[src/sv/pngcv_pkg.sv]
// ============================================================================
// PNG chunk CRC validator package
// Shared types, constants and the CRC-32 byte step used by the validator.
// ============================================================================
package pngcv_pkg;

    localparam int unsigned IDX_W = 3;

    localparam logic [31:0] CRC_POLY  = 32'hEDB8_8320;
    localparam logic [31:0] CRC_INIT  = 32'hFFFF_FFFF;
    localparam logic [31:0] TYPE_IEND = 32'h4945_4E44;

    localparam logic [IDX_W-1:0] SIG_LAST   = IDX_W'(7);
    localparam logic [IDX_W-1:0] FIELD_LAST = IDX_W'(3);

    typedef enum logic [2:0] {
        PH_SIG,
        PH_LEN,
        PH_TYPE,
        PH_DATA,
        PH_CRC,
        PH_DONE
    } phase_t;

    typedef enum logic [2:0] {
        ERR_NONE  = 3'd0,
        ERR_SIG   = 3'd1,
        ERR_TRUNC = 3'd2,
        ERR_CRC   = 3'd3,
        ERR_IEND  = 3'd4
    } err_t;

    typedef struct packed {
        logic file_valid;
        err_t code;
    } verdict_t;

    function automatic logic [7:0] sig_byte(input logic [IDX_W-1:0] idx);
        logic [7:0] v;
        case (idx)
            3'd0:    v = 8'd137;
            3'd1:    v = 8'd80;
            3'd2:    v = 8'd78;
            3'd3:    v = 8'd71;
            3'd4:    v = 8'd13;
            3'd5:    v = 8'd10;
            3'd6:    v = 8'd26;
            3'd7:    v = 8'd10;
            default: v = 8'd0;
        endcase
        return v;
    endfunction

    // Reflected CRC-32 update by one byte, eight shift steps of XOR logic.
    function automatic logic [31:0] crc_byte(input logic [31:0] c_in, input logic [7:0] b);
        logic [31:0] c;
        c = c_in ^ {24'd0, b};
        for (int k = 0; k < 8; k++) begin
            c = c[0] ? ((c >> 1) ^ CRC_POLY) : (c >> 1);
        end
        return c;
    endfunction

endpackage

[src/sv/pngcv_parser.sv]
// ============================================================================
// PNG chunk parser
// Walks signature and chunks, keeps the running CRC and forms the verdict.
// ============================================================================
module pngcv_parser (
    input  logic                clk,
    input  logic                rst_n,
    input  logic                step_en,
    input  logic [7:0]          data_byte,
    input  logic                last_byte,
    output pngcv_pkg::verdict_t verdict
);
    import pngcv_pkg::*;

    phase_t           phase_reg, phase_next;
    logic [IDX_W-1:0] idx_reg, idx_next;
    err_t             err_reg, err_next;
    logic [31:0]      len_reg, len_next;
    logic [31:0]      left_reg, left_next;
    logic [31:0]      crc_reg, crc_next;
    logic [31:0]      type_reg, type_next;
    logic [31:0]      stored_reg, stored_next;

    phase_t           phase_upd;
    logic [IDX_W-1:0] idx_upd;
    err_t             err_upd;
    logic [31:0]      crc_step;
    logic [31:0]      stored_shift;

    assign crc_step     = crc_byte(crc_reg, data_byte);
    assign stored_shift = {stored_reg[23:0], data_byte};

    always_comb
    begin
        phase_upd   = phase_reg;
        idx_upd     = idx_reg;
        err_upd     = err_reg;
        len_next    = len_reg;
        left_next   = left_reg;
        crc_next    = crc_reg;
        type_next   = type_reg;
        stored_next = stored_reg;
        case (phase_reg)
            PH_SIG:
            begin
                if (data_byte != sig_byte(idx_reg)) begin
                    if (err_reg == ERR_NONE) err_upd = ERR_SIG;
                    phase_upd = PH_DONE;
                end else if (idx_reg == SIG_LAST) begin
                    idx_upd   = '0;
                    phase_upd = PH_LEN;
                end else begin
                    idx_upd = idx_reg + IDX_W'(1);
                end
            end
            PH_LEN:
            begin
                len_next = {len_reg[23:0], data_byte};
                if (idx_reg == FIELD_LAST) begin
                    idx_upd   = '0;
                    left_next = {len_reg[23:0], data_byte};
                    crc_next  = CRC_INIT;
                    type_next = '0;
                    phase_upd = PH_TYPE;
                end else begin
                    idx_upd = idx_reg + IDX_W'(1);
                end
            end
            PH_TYPE:
            begin
                type_next = {type_reg[23:0], data_byte};
                crc_next  = crc_step;
                if (idx_reg == FIELD_LAST) begin
                    idx_upd     = '0;
                    stored_next = '0;
                    phase_upd   = (left_reg == 32'd0) ? PH_CRC : PH_DATA;
                end else begin
                    idx_upd = idx_reg + IDX_W'(1);
                end
            end
            PH_DATA:
            begin
                crc_next  = crc_step;
                left_next = left_reg - 32'd1;
                if (left_reg == 32'd1) phase_upd = PH_CRC;
            end
            PH_CRC:
            begin
                stored_next = stored_shift;
                if (idx_reg == FIELD_LAST) begin
                    idx_upd = '0;
                    if (~crc_reg != stored_shift) begin
                        if (err_reg == ERR_NONE) err_upd = ERR_CRC;
                        phase_upd = PH_DONE;
                    end else if (type_reg == TYPE_IEND) begin
                        if (len_reg != 32'd0) begin
                            if (err_reg == ERR_NONE) err_upd = ERR_IEND;
                        end
                        phase_upd = PH_DONE;
                    end else begin
                        len_next  = '0;
                        phase_upd = PH_LEN;
                    end
                end else begin
                    idx_upd = idx_reg + IDX_W'(1);
                end
            end
            default:
            begin
                phase_upd = phase_reg;
            end
        endcase
    end

    always_comb
    begin
        if (err_upd != ERR_NONE) begin
            verdict.code = err_upd;
        end else if (phase_upd == PH_DONE) begin
            verdict.code = ERR_NONE;
        end else if (phase_upd == PH_SIG) begin
            verdict.code = ERR_SIG;
        end else begin
            verdict.code = ERR_TRUNC;
        end
        verdict.file_valid = (verdict.code == ERR_NONE);
    end

    always_comb
    begin
        if (last_byte) begin
            phase_next = PH_SIG;
            idx_next   = '0;
            err_next   = ERR_NONE;
        end else begin
            phase_next = phase_upd;
            idx_next   = idx_upd;
            err_next   = err_upd;
        end
    end

    always_ff @(posedge clk or negedge rst_n)
    begin
        if (!rst_n) begin
            phase_reg <= PH_SIG;
            idx_reg   <= '0;
            err_reg   <= ERR_NONE;
        end else if (step_en) begin
            phase_reg <= phase_next;
            idx_reg   <= idx_next;
            err_reg   <= err_next;
        end
    end

    always_ff @(posedge clk)
    begin
        if (step_en) begin
            len_reg    <= len_next;
            left_reg   <= left_next;
            crc_reg    <= crc_next;
            type_reg   <= type_next;
            stored_reg <= stored_next;
        end
    end

endmodule

[src/sv/png_chunk_crc_validator_top.sv]
// The verdict reaches the master side via the input register and then the verdict register.
// Throughput: one byte per cycle while unstalled; the CRC-32 byte step is one combinational stage.
// A final beat waits in the input register only while an earlier verdict is still held.
// Reset clears the walk to the signature phase with no latched error and empties both registers.
// ============================================================================
// PNG chunk CRC validator top level
// Input beat register, chunk parser and verdict register on a stream interface.
// ============================================================================
module png_chunk_crc_validator_top (
    input  logic       clk,
    input  logic       rst_n,
    input  logic       s_tvalid,
    output logic       s_tready,
    input  logic [7:0] s_tdata,   // [7:0] data_byte
    input  logic       s_tlast,
    output logic       m_tvalid,
    input  logic       m_tready,
    output logic [7:0] m_tdata    // [0] file_valid, [3:1] error_code, [7:4] zero
);
    import pngcv_pkg::*;

    logic       in_valid_reg;
    logic [7:0] in_data_reg;
    logic       in_last_reg;
    logic       proceed;
    logic       step_en;
    verdict_t   verdict;
    logic       out_valid_reg;
    verdict_t   out_reg;

    assign proceed  = !in_last_reg || !out_valid_reg || m_tready;
    assign step_en  = in_valid_reg && proceed;
    assign s_tready = !in_valid_reg || proceed;

    always_ff @(posedge clk or negedge rst_n)
    begin
        if (!rst_n) begin
            in_valid_reg <= 1'b0;
        end else if (s_tready) begin
            in_valid_reg <= s_tvalid;
        end
    end

    always_ff @(posedge clk)
    begin
        if (s_tvalid && s_tready) begin
            in_data_reg <= s_tdata;
            in_last_reg <= s_tlast;
        end
    end

    pngcv_parser u_parser (
        .clk       (clk),
        .rst_n     (rst_n),
        .step_en   (step_en),
        .data_byte (in_data_reg),
        .last_byte (in_last_reg),
        .verdict   (verdict)
    );

    always_ff @(posedge clk or negedge rst_n)
    begin
        if (!rst_n) begin
            out_valid_reg <= 1'b0;
        end else if (step_en && in_last_reg) begin
            out_valid_reg <= 1'b1;
        end else if (m_tready) begin
            out_valid_reg <= 1'b0;
        end
    end

    always_ff @(posedge clk)
    begin
        if (step_en && in_last_reg) begin
            out_reg <= verdict;
        end
    end

    assign m_tvalid = out_valid_reg;
    assign m_tdata  = {4'd0, out_reg.code, out_reg.file_valid};

    a_valid_matches_code: assert property (@(posedge clk) disable iff (!rst_n)
        m_tvalid |-> (m_tdata[0] == (m_tdata[3:1] == ERR_NONE)))
        else $error("file_valid disagrees with error_code");

    a_code_range: assert property (@(posedge clk) disable iff (!rst_n)
        m_tvalid |-> (m_tdata[3:1] <= ERR_IEND))
        else $error("error_code out of range");

    a_result_from_last: assert property (@(posedge clk) disable iff (!rst_n)
        $rose(m_tvalid) |-> $past(step_en && in_last_reg))
        else $error("verdict without a final beat");

    a_hold_stalled: assert property (@(posedge clk) disable iff (!rst_n)
        (in_valid_reg && !proceed) |=> (in_valid_reg && $stable(in_data_reg)))
        else $error("stalled final beat lost");

endmodule
[config.mk]
export PLATFORM = sky130hd
export DESIGN_NAME = png_chunk_crc_validator_top
export DESIGN_NICKNAME = d
export VERILOG_FILES = /design/src/sv/pngcv_pkg.sv /design/src/sv/pngcv_parser.sv /design/src/sv/png_chunk_crc_validator_top.sv
export SDC_FILE = /design/constraint.sdc
export NUM_CORES = 1
export LEC_CHECK = 0
export BUFFER_PORTS_ARGS = -buffer_cell sky130_fd_sc_hd__buf_2
export CORE_MARGIN = 2
export CORE_UTILIZATION = 68
export CTS_CLUSTER_DIAMETER = 80
export DETAILED_ROUTE_END_ITERATION = 10
export PLACE_DENSITY = 0.86
export SYNTH_ARGS = -nofsm -noshare
export SYNTH_HDL_FRONTEND = slang
export SYNTH_HIERARCHICAL = 1
export SYNTH_SLANG_ARGS = --single-unit
[constraint.sdc]
create_clock -name clk -period 11.95 [get_ports clk]
set_clock_uncertainty 0.1 [all_clocks]
set_input_delay 0.5975 -clock clk [delete_from_list [all_inputs] [get_ports clk]]
set_output_delay 0.5975 -clock clk [all_outputs]
set_load 0.03 [all_outputs]
Yosys cells after proc, flatten, opt, wreduce, memory -nomap -nowiden:

Memories as Yosys holds them, arrays and structs flattened.
Cells that the tools add are included.

* flip-flop bits (word level): 176
* ROM bits: 56
* bits of input ports: 13
* output and inout port bits: 10
* logic and storage cells: 126
* memories: 1

Memories
* (name not given): words 8, width 7, rd ports 1, clocked after memory_dff 0, write ports 0, line pngcv_pkg.sv:40 `case (idx)`

* add/subtract/negate cells: 2
* eq/ne operators: 17
* mux-type cells: 51
* bitwise gates (word level): 10
* reduce and logical (&&, ||, !) cells: 31

Operators with widths (number)
* $mux 32: 14
* $pmux 32 s2: 4
* $not 13->14: 8
* $mux 3: 25
* $pmux 24 s2: 1
* $eq 32x1->1 const B: 1
* $eq 32x31->1 const B: 1
* $logic_not 32->1: 1
* $ne 32x32->1: 1
* $not 32->32: 1
* $reduce_bool 32->1: 1
* $sub 32x1->32 const B: 1
* $xor 32x8->32: 1
* $pmux 3 s5: 1
* $reduce_and 3->1: 5
* $logic_not 3->1: 4
* $pmux 3 s2: 2
* $reduce_bool 2->1: 6
* $eq 3x2->1 const B: 3
* $eq 3x3->1 const B: 3
* $mux 8: 1
* $ne 8x8->1: 1
* $ne 2x1->1 const B: 3
* $reduce_bool 3->1: 2
* other kinds (12): 20

Logic depth before layout (Yosys ltp):

Gate-level depths: netlist of run 1.

* depth after elaboration: 18
* depth in mapped cells: 10
* depth with buffers taken out: 9

Hierarchy:

The synthesis of run 1 kept the hierarchy.

By module, submodules not included
* pngcv_parser: times used 1, cells each 724, area an instance 8379.3 sq um, seq. area each 4789.6 sq um
* png_chunk_crc_validator_top: times used 1, cells each 28, area an instance 530.5 sq um, seq. area each 440.4 sq um

Worst setup path before layout of run 1:

Ideal clock, no wire load.

* path type: reg2reg
* start: register in_data_reg[2]
* end: register u_parser.len_reg[0] (enable)
* data arrival time: 3.981 ns
* required time: 11.389 ns
* path slack: 7.408 ns
* stages on the path, launching flop included: 9
* buffers on the path: 1
* clock period less this slack: 4.542 ns
* cells stage by stage: edfxtp_1 buf_2 xor2_1 ha_1 and3_1 nand4_1 nor2_1 a41oi_1 nor3_1

* longest elaborated chain between the ends: 3

Ends and longest elaborated chain
* start, declared: line png_chunk_crc_validator_top.sv:23 `logic [7:0] in_data_reg;`
* start signal, assigned: line png_chunk_crc_validator_top.sv:47 `in_data_reg <= s_tdata;`
* $ne 32x32->1: line pngcv_parser.sv:92 `if (~crc_reg != stored_shift) begin`
* $ne 2x2->1 (no line)
* $reduce_and 5->1 (no line)
* end signal, assigned: line pngcv_parser.sv:158 `len_reg <= len_next;`
* end, declared: line pngcv_parser.sv:18 `logic [31:0] len_reg, len_next;`

No other way between the ends.
A chain may end at the register's enable or synchronous reset.

Worst setup path in the final report of run 1:

* start: register u_parser.phase_reg[1]
* end: register u_parser.stored_reg[14] (enable)

* longest elaborated chain between the ends: 3
* elaborated cells between the ends (all ways): 5

Ends and longest elaborated chain
* start, declared: line pngcv_parser.sv:15 `phase_t phase_reg, phase_next;`
* start signal, assigned: line pngcv_parser.sv:149 `phase_reg <= phase_next;`
* $eq 3x2->1 / $eq 3x3->1 (equally long branches): line pngcv_parser.sv:43 `case (phase_reg)`
* $ne 2x1->1 (no line) / $reduce_bool 2->1 (equally long branches)
* $reduce_and 3->1 (no line) (*)
* end signal, assigned: line pngcv_parser.sv:162 `stored_reg <= stored_next;`
* end, declared: line pngcv_parser.sv:22 `logic [31:0] stored_reg, stored_next;`

Every way passes the cells marked *; elsewhere a longest branch is shown, timed or not.

==> impl_metrics.env, run 1 <==
export IMPL_grt_first_pass_wirelength_um=28200
export IMPL_dp_hpwl_um=11600
export IMPL_ioPinCount=23
export IMPL_ys_warn_count=6
export IMPL_die_h_um=118
export IMPL_cts_tree="yes"
export IMPL_vias=5810
export IMPL_post_route_period_util_pct=29.6
export IMPL_rsz0062_at_grt="no"
export IMPL_synth_edf_count=165
export IMPL_leakage_nw=3.32
export IMPL_rr_worst_depth=4
export IMPL_ctsResizeCount=0
export IMPL_synthFlopType="edfxtp_1"
export IMPL_setup_viol_count_final=0
export IMPL_root_buffer="clkbuf_16"
export IMPL_r2r_start="u_parser/phase_reg[1]$_DFFE_PN0P_"
export IMPL_track_usage_pct=26.0
export IMPL_period_minus_slack_ns=3.54
export IMPL_antenna_found_initial=0
export IMPL_cp_startpoint="u_parser/phase_reg[1]$_DFFE_PN0P_"
export IMPL_peakVddDrop_uv=133
export IMPL_drt_iter0_drc=513
export IMPL_slew_violations=0
export IMPL_synth_top_cell_by_area="edfxtp_1"
export IMPL_worst_pin_slew_ns=1.24
export IMPL_clkLatencyLatePin_ns=0.44
export IMPL_final_nets=788
export IMPL_synthTopCellsByArea="edfxtp_1, xnor2_1, xor2_1, nand2_1, dfrtp_1"
export IMPL_ant_nets=0
export IMPL_end_kind="register"
export IMPL_relSlewSlack_pct=17.0
export IMPL_final_cell_count_no_fill=947
export IMPL_pwr_density_cell_mw_per_mm2=157
export IMPL_synth_cells=752
export IMPL_dieArea_mm2=0.0140
export IMPL_dp_cells=914
export IMPL_ys_ff_latch=176
export IMPL_start_util_pct=70.0
export IMPL_final_cell_mix="edfxtp_1, xnor2_1, nand2_1, o21ai_0, nor2b_1"
export IMPL_hold_depth=1
export IMPL_postSynthAreaPerCell_um2=11.8
export IMPL_start_kind="register"
export IMPL_pwr_share_clk_pct=35.8
export IMPL_grt_overflow=0
export IMPL_drive_gt1_share_pct=9.03
export IMPL_rr_endpoint="u_parser/stored_reg[14]$_SDFFCE_PN0P_"
export IMPL_rrSetupSlack_ns=8.41
export IMPL_seq_area_frac_synth_pct=58.7
export IMPL_n_antenna_cell=0
export IMPL_first_pass_iters=5
export IMPL_synth_top_area_share_pct=55.6
export IMPL_p_sw_share_pct=27.0
export IMPL_syn2layout_area_growth_pct=9.28
export IMPL_grt_pass1_vias=5612
export IMPL_crit_required_ns=11.90
export IMPL_layout_commonest_cell="edfxtp_1"
export IMPL_p_sw_w=0.000413
export IMPL_max_cap_violations=0
export IMPL_async_reset_ff_share_pct=6.25
export IMPL_grt_max_degree=66
export IMPL_cts_sinks=176
export IMPL_p_seq_share_pct=49.1
export IMPL_fmax_mhz=283
export IMPL_synth_cell_types=60
export IMPL_final_hold_violation_count=0
export IMPL_worst_setup_path_type="register to register"
export IMPL_critPathArrivalTime_ns=3.49
export IMPL_routed_wl_um=17700
export IMPL_whs_ns=0.237
export IMPL_gp_congestion=0.893
export IMPL_io_buffer_count=18
export IMPL_coreArea_mm2=0.0127
export IMPL_pwr_share_comb_pct=15.1
export IMPL_p_int_w=0.00112
export IMPL_remaining_drc_errors=0
export IMPL_clkTransAtPathRegs_ns=0.07
export IMPL_vias_per_cell=6.14
export IMPL_hp_start="s_tdata[2]"
export IMPL_avgRoutedWirePerCell_um=18.7
export IMPL_outcome="finished, final reports clean"
export IMPL_worstPathMaxFanout=65
export IMPL_die_x_um=118
export IMPL_crit_path_end="u_parser/stored_reg[14]$_SDFFCE_PN0P_"
export IMPL_h_tree_depth=4
export IMPL_fp_row_count=41
export IMPL_fin_tns_setup_ns=0
export IMPL_total_power_w=0.00153
export IMPL_clockBufferDepth=2
export IMPL_hold_class="input port to register"
export IMPL_cts_buffers=17
export IMPL_syn_cell_area_mm2=0.00891
-- Yosys cell counts, types with 3 or more instances --
library cell / instances
nor4_1: 18
inv_1: 14
nand2_1: 79
nor4b_1: 6
or4_1: 5
clkbuf_1: 30
a21oi_1: 10
xnor2_1: 85
a32o_1: 3
or2_2: 3
xor2_1: 37
or3_1: 10
nand4_1: 7
nand3_1: 6
nor2b_1: 41
and2_1: 26
ha_1: 13
nor2_1: 31
xnor2_2: 3
buf_4: 4
and3_1: 34
nor3_1: 18
o21ai_0: 42
nand2b_1: 3
edfxtp_1: 165
nand3b_1: 6
dfrtp_1: 11
o31ai_1: 3
-- area by class of cell --
class,instances,area [um2]
inverters,15,56.3
repair buffers,24,138
flip-flops and latches,176,5230
clock inverters,15,161
clock buffers,17,425
multi-input cells,528,3510
fillers,829,2990
well taps,172,215
-- worst min-delay path by stage --
stage          slack, ns                               to
6_report            0.24         in_data_reg[2]$_DFFE_PP_
2_1_floorplan       0.20         in_valid_reg$_DFFE_PN0P_
4_1_cts             0.23         in_data_reg[5]$_DFFE_PP_
5_1_grt             0.22         in_data_reg[4]$_DFFE_PP_
3_5_place_dp        0.39  u_parser/idx_reg[1]$_DFFE_PN0P_
3_3_place_gp        0.38  u_parser/idx_reg[0]$_DFFE_PN0P_
-- through the flow --
stage                     utilization [%]  cell area (um2)  setup WS, ns
after global routing                 76.5             9740          8.16
after detailed placement             71.8             9140          8.46
after global placement               71.8             9140          8.62
after floorplan                         -             8920          7.41
after CTS                            76.5             9740          8.44
final                                76.5             9740          8.41
-- critical path: stages (launching register included) --
cell     delay, ns
dfrtp_1       0.68
nor2b_4       1.10
and2_1        0.27
a21oi_1       0.08
nor2_2        0.91
-- repair_timing --
action,in CTS,in global routing
hold endpoints to repair,11,0
setup buffers,0,0
hold buffers,1,0
-- power groups by stage --
stage,clock network [W],logic (W),registers [W]
after floorplan,0,0.000181,0.000753
after global placement,0,0.000213,0.000762
after detailed placement,0,0.000226,0.000764
after CTS,0.000552,0.000229,0.000751
after global routing,0.000579,0.000256,0.000756
final,0.000548,0.000232,0.000752
-- layer usage --
layer  wire length [um]  vias to the layer above  part of all wire (%)  global-route usage, %
met1               7360                     2831                    42                   34.6
met2               8960                      237                    51                   43.7
li1                   -                     2702                     -                      -
met3               1060                       40                   6.0                   5.02
met4                333                        0                   1.9                   7.96
met5                  0                        -                     0                      0
-- cell families after synthesis --
logic type | count (synthesis) | synth area share, %
multiplexers | 2 | 0.225
AND/OR/NAND/NOR | 304 | 18.6
other | 1 | 0.0421
AO/OA/AOI/OAI | 80 | 5.62
buffers and inverters | 51 | 2.42
adder cells (fa/ha/maj) | 13 | 1.83
XOR/XNOR | 125 | 12.5
flip-flops | 176 | 58.7
Power figures use the tool's default switching activity.
==> run 2, diff against run 1 <==
Settings changed: CORE_UTILIZATION 68 to 63, PLACE_DENSITY 0.86 to 0.8.
Clock period 11.95 ns to 3.6 ns, I/O delays scaled along.
==> impl_metrics.env, run 2 (synthesis gave the netlist of run 1 again) <==
export IMPL_outcome="finished, final reports clean"
export IMPL_final_nets=812
export IMPL_vias=5944
export IMPL_rr_worst_depth=9
export IMPL_clkLatencyLatePin_ns=0.43
export IMPL_dp_slack_ns=0.325
export IMPL_clkTransAtPathRegs_ns=0.07
export IMPL_post_route_period_util_pct=91.7
export IMPL_final_cell_mix="edfxtp_1, xnor2_1, nand2_1, o21ai_0, nor2b_1"
export IMPL_relSlewSlack_pct=36.4
export IMPL_h_tree_depth=4
export IMPL_dp_hpwl_um=11900
export IMPL_start_kind="register"
export IMPL_pwr_share_comb_pct=15.8
export IMPL_pwr_density_cell_mw_per_mm2=517
export IMPL_worst_setup_path_type="register to register"
export IMPL_clockBufferDepth=2
export IMPL_routed_wl_um=18300
export IMPL_whs_ns=0.0744
export IMPL_antenna_found_initial=0
export IMPL_drt_iter0_drc=635
export IMPL_n_antenna_cell=0
export IMPL_p_sw_w=0.00135
export IMPL_die_h_um=123
export IMPL_die_x_um=123
export IMPL_dieArea_mm2=0.0151
export IMPL_ant_nets=0
export IMPL_final_hold_violation_count=0
export IMPL_track_usage_pct=25.9
export IMPL_cts_tree="yes"
export IMPL_fin_tns_setup_ns=0
export IMPL_layout_commonest_cell="edfxtp_1"
export IMPL_cts_buffers=17
export IMPL_fin_ws_ns=0.300
export IMPL_fp_row_count=43
export IMPL_fmax_mhz=303
export IMPL_coreArea_mm2=0.0138
export IMPL_setup_viol_count_final=0
export IMPL_leakage_nw=3.42
export IMPL_avgRoutedWirePerCell_um=18.7
export IMPL_worstPathMaxFanout=6
export IMPL_p_seq_share_pct=48.3
export IMPL_slew_violations=0
export IMPL_end_kind="register"
export IMPL_io_buffer_count=18
export IMPL_grt_pass1_vias=5935
export IMPL_max_cap_violations=0
export IMPL_hold_class="input port to asynchronous set/reset pin"
export IMPL_p_sw_share_pct=26.2
export IMPL_peakVddDrop_uv=347
export IMPL_ioPinCount=23
export IMPL_grt_max_degree=65
export IMPL_remaining_drc_errors=0
export IMPL_crit_required_ns=3.68
export IMPL_cts_sinks=176
export IMPL_critPathArrivalTime_ns=3.38
export IMPL_p_int_w=0.00380
export IMPL_first_pass_iters=5
export IMPL_worst_pin_slew_ns=0.947
export IMPL_start_util_pct=64.4
export IMPL_pwr_share_clk_pct=35.9
export IMPL_drive_gt1_share_pct=9.89
export IMPL_syn2layout_area_growth_pct=11.9
export IMPL_post_cts_setup_buffers=0
export IMPL_period_minus_slack_ns=3.30
export IMPL_gp_congestion=0.925
export IMPL_total_power_w=0.00515
export IMPL_grt_first_pass_wirelength_um=29400
export IMPL_root_buffer="clkbuf_16"
export IMPL_grt_overflow=0
export IMPL_rsz0062_at_grt="no"
export IMPL_vias_per_cell=6.07
[run 2: per-stage QoR]
stage                     instance area [um2]  cells  utilization (%)
final                                    9970    979             72.1
after global routing                     9970    979             72.1
after CTS                                9970    979             72.1
after detailed placement                 9250    934             66.9
after global placement                   9250    934             66.9
after floorplan                          8930    755                -
[run 2: path summary, 6_finish.rpt]
path	startpoint	slack (ns)	endpoint
max	u_parser/idx_reg[1]$_DFFE_PN0P_	0.30	m_tdata[2]$_DFFE_PP_
min	rst_n	0.07	in_valid_reg$_DFFE_PN0P_
max reg2reg	u_parser/idx_reg[1]$_DFFE_PN0P_	0.30	m_tdata[2]$_DFFE_PP_
min reg2reg	in_valid_reg$_DFFE_PN0P_	0.46	m_tvalid$_DFFE_PN0P_
max in group asynchronous	rst_n	3.12	u_parser/phase_reg[2]$_DFFE_PN0P_
min in group clk	s_tdata[0]	0.36	in_data_reg[0]$_DFFE_PP_
[run 2: area by class of cell]
| type | count | area, um2 |
|---|---|---|
| repair buffers | 48 | 348 |
| inverters | 15 | 56.3 |
| clock inverters | 12 | 158 |
| flip-flops and latches | 176 | 5230 |
| well taps | 180 | 225 |
| multi-input cells | 528 | 3520 |
| fillers | 907 | 3860 |
| clock buffers | 20 | 437 |
[run 2: metal layers]
metal	global-route usage, %	wire length (um)
met1	32.7	7470
met2	43.8	9270
met3	4.94	1050
met5	0	0
met4	11.5	524
[run 2: power groups by stage]
| stage | combinational [W] | sequential [W] | clock, W |
|---|---|---|---|
| 2_1_floorplan | 0.000601 | 0.00250 | 0 |
| 3_3_place_gp | 0.000748 | 0.00252 | 0 |
| 3_5_place_dp | 0.000779 | 0.00253 | 0 |
| 6_report | 0.000814 | 0.00249 | 0.00185 |
| 4_1_cts | 0.000806 | 0.00249 | 0.00187 |
| 5_1_grt | 0.000891 | 0.00250 | 0.00194 |
[run 2: timing repair]
item,4_1_cts,5_1_grt
endpoints found under the hold margin,22,0
gates resized for setup,0,0
hold buffers,13,0
[run 2: critical path, stage by stage, from the launching register on]
cell       delay [ns]
dfrtp_1          0.44
inv_1            0.11
ha_1             0.24
or3b_1           0.40
a2111oi_2        0.35
a22oi_1          0.16
or4_1            0.49
a31o_1           0.29
or3_1            0.36
o211a_1          0.12
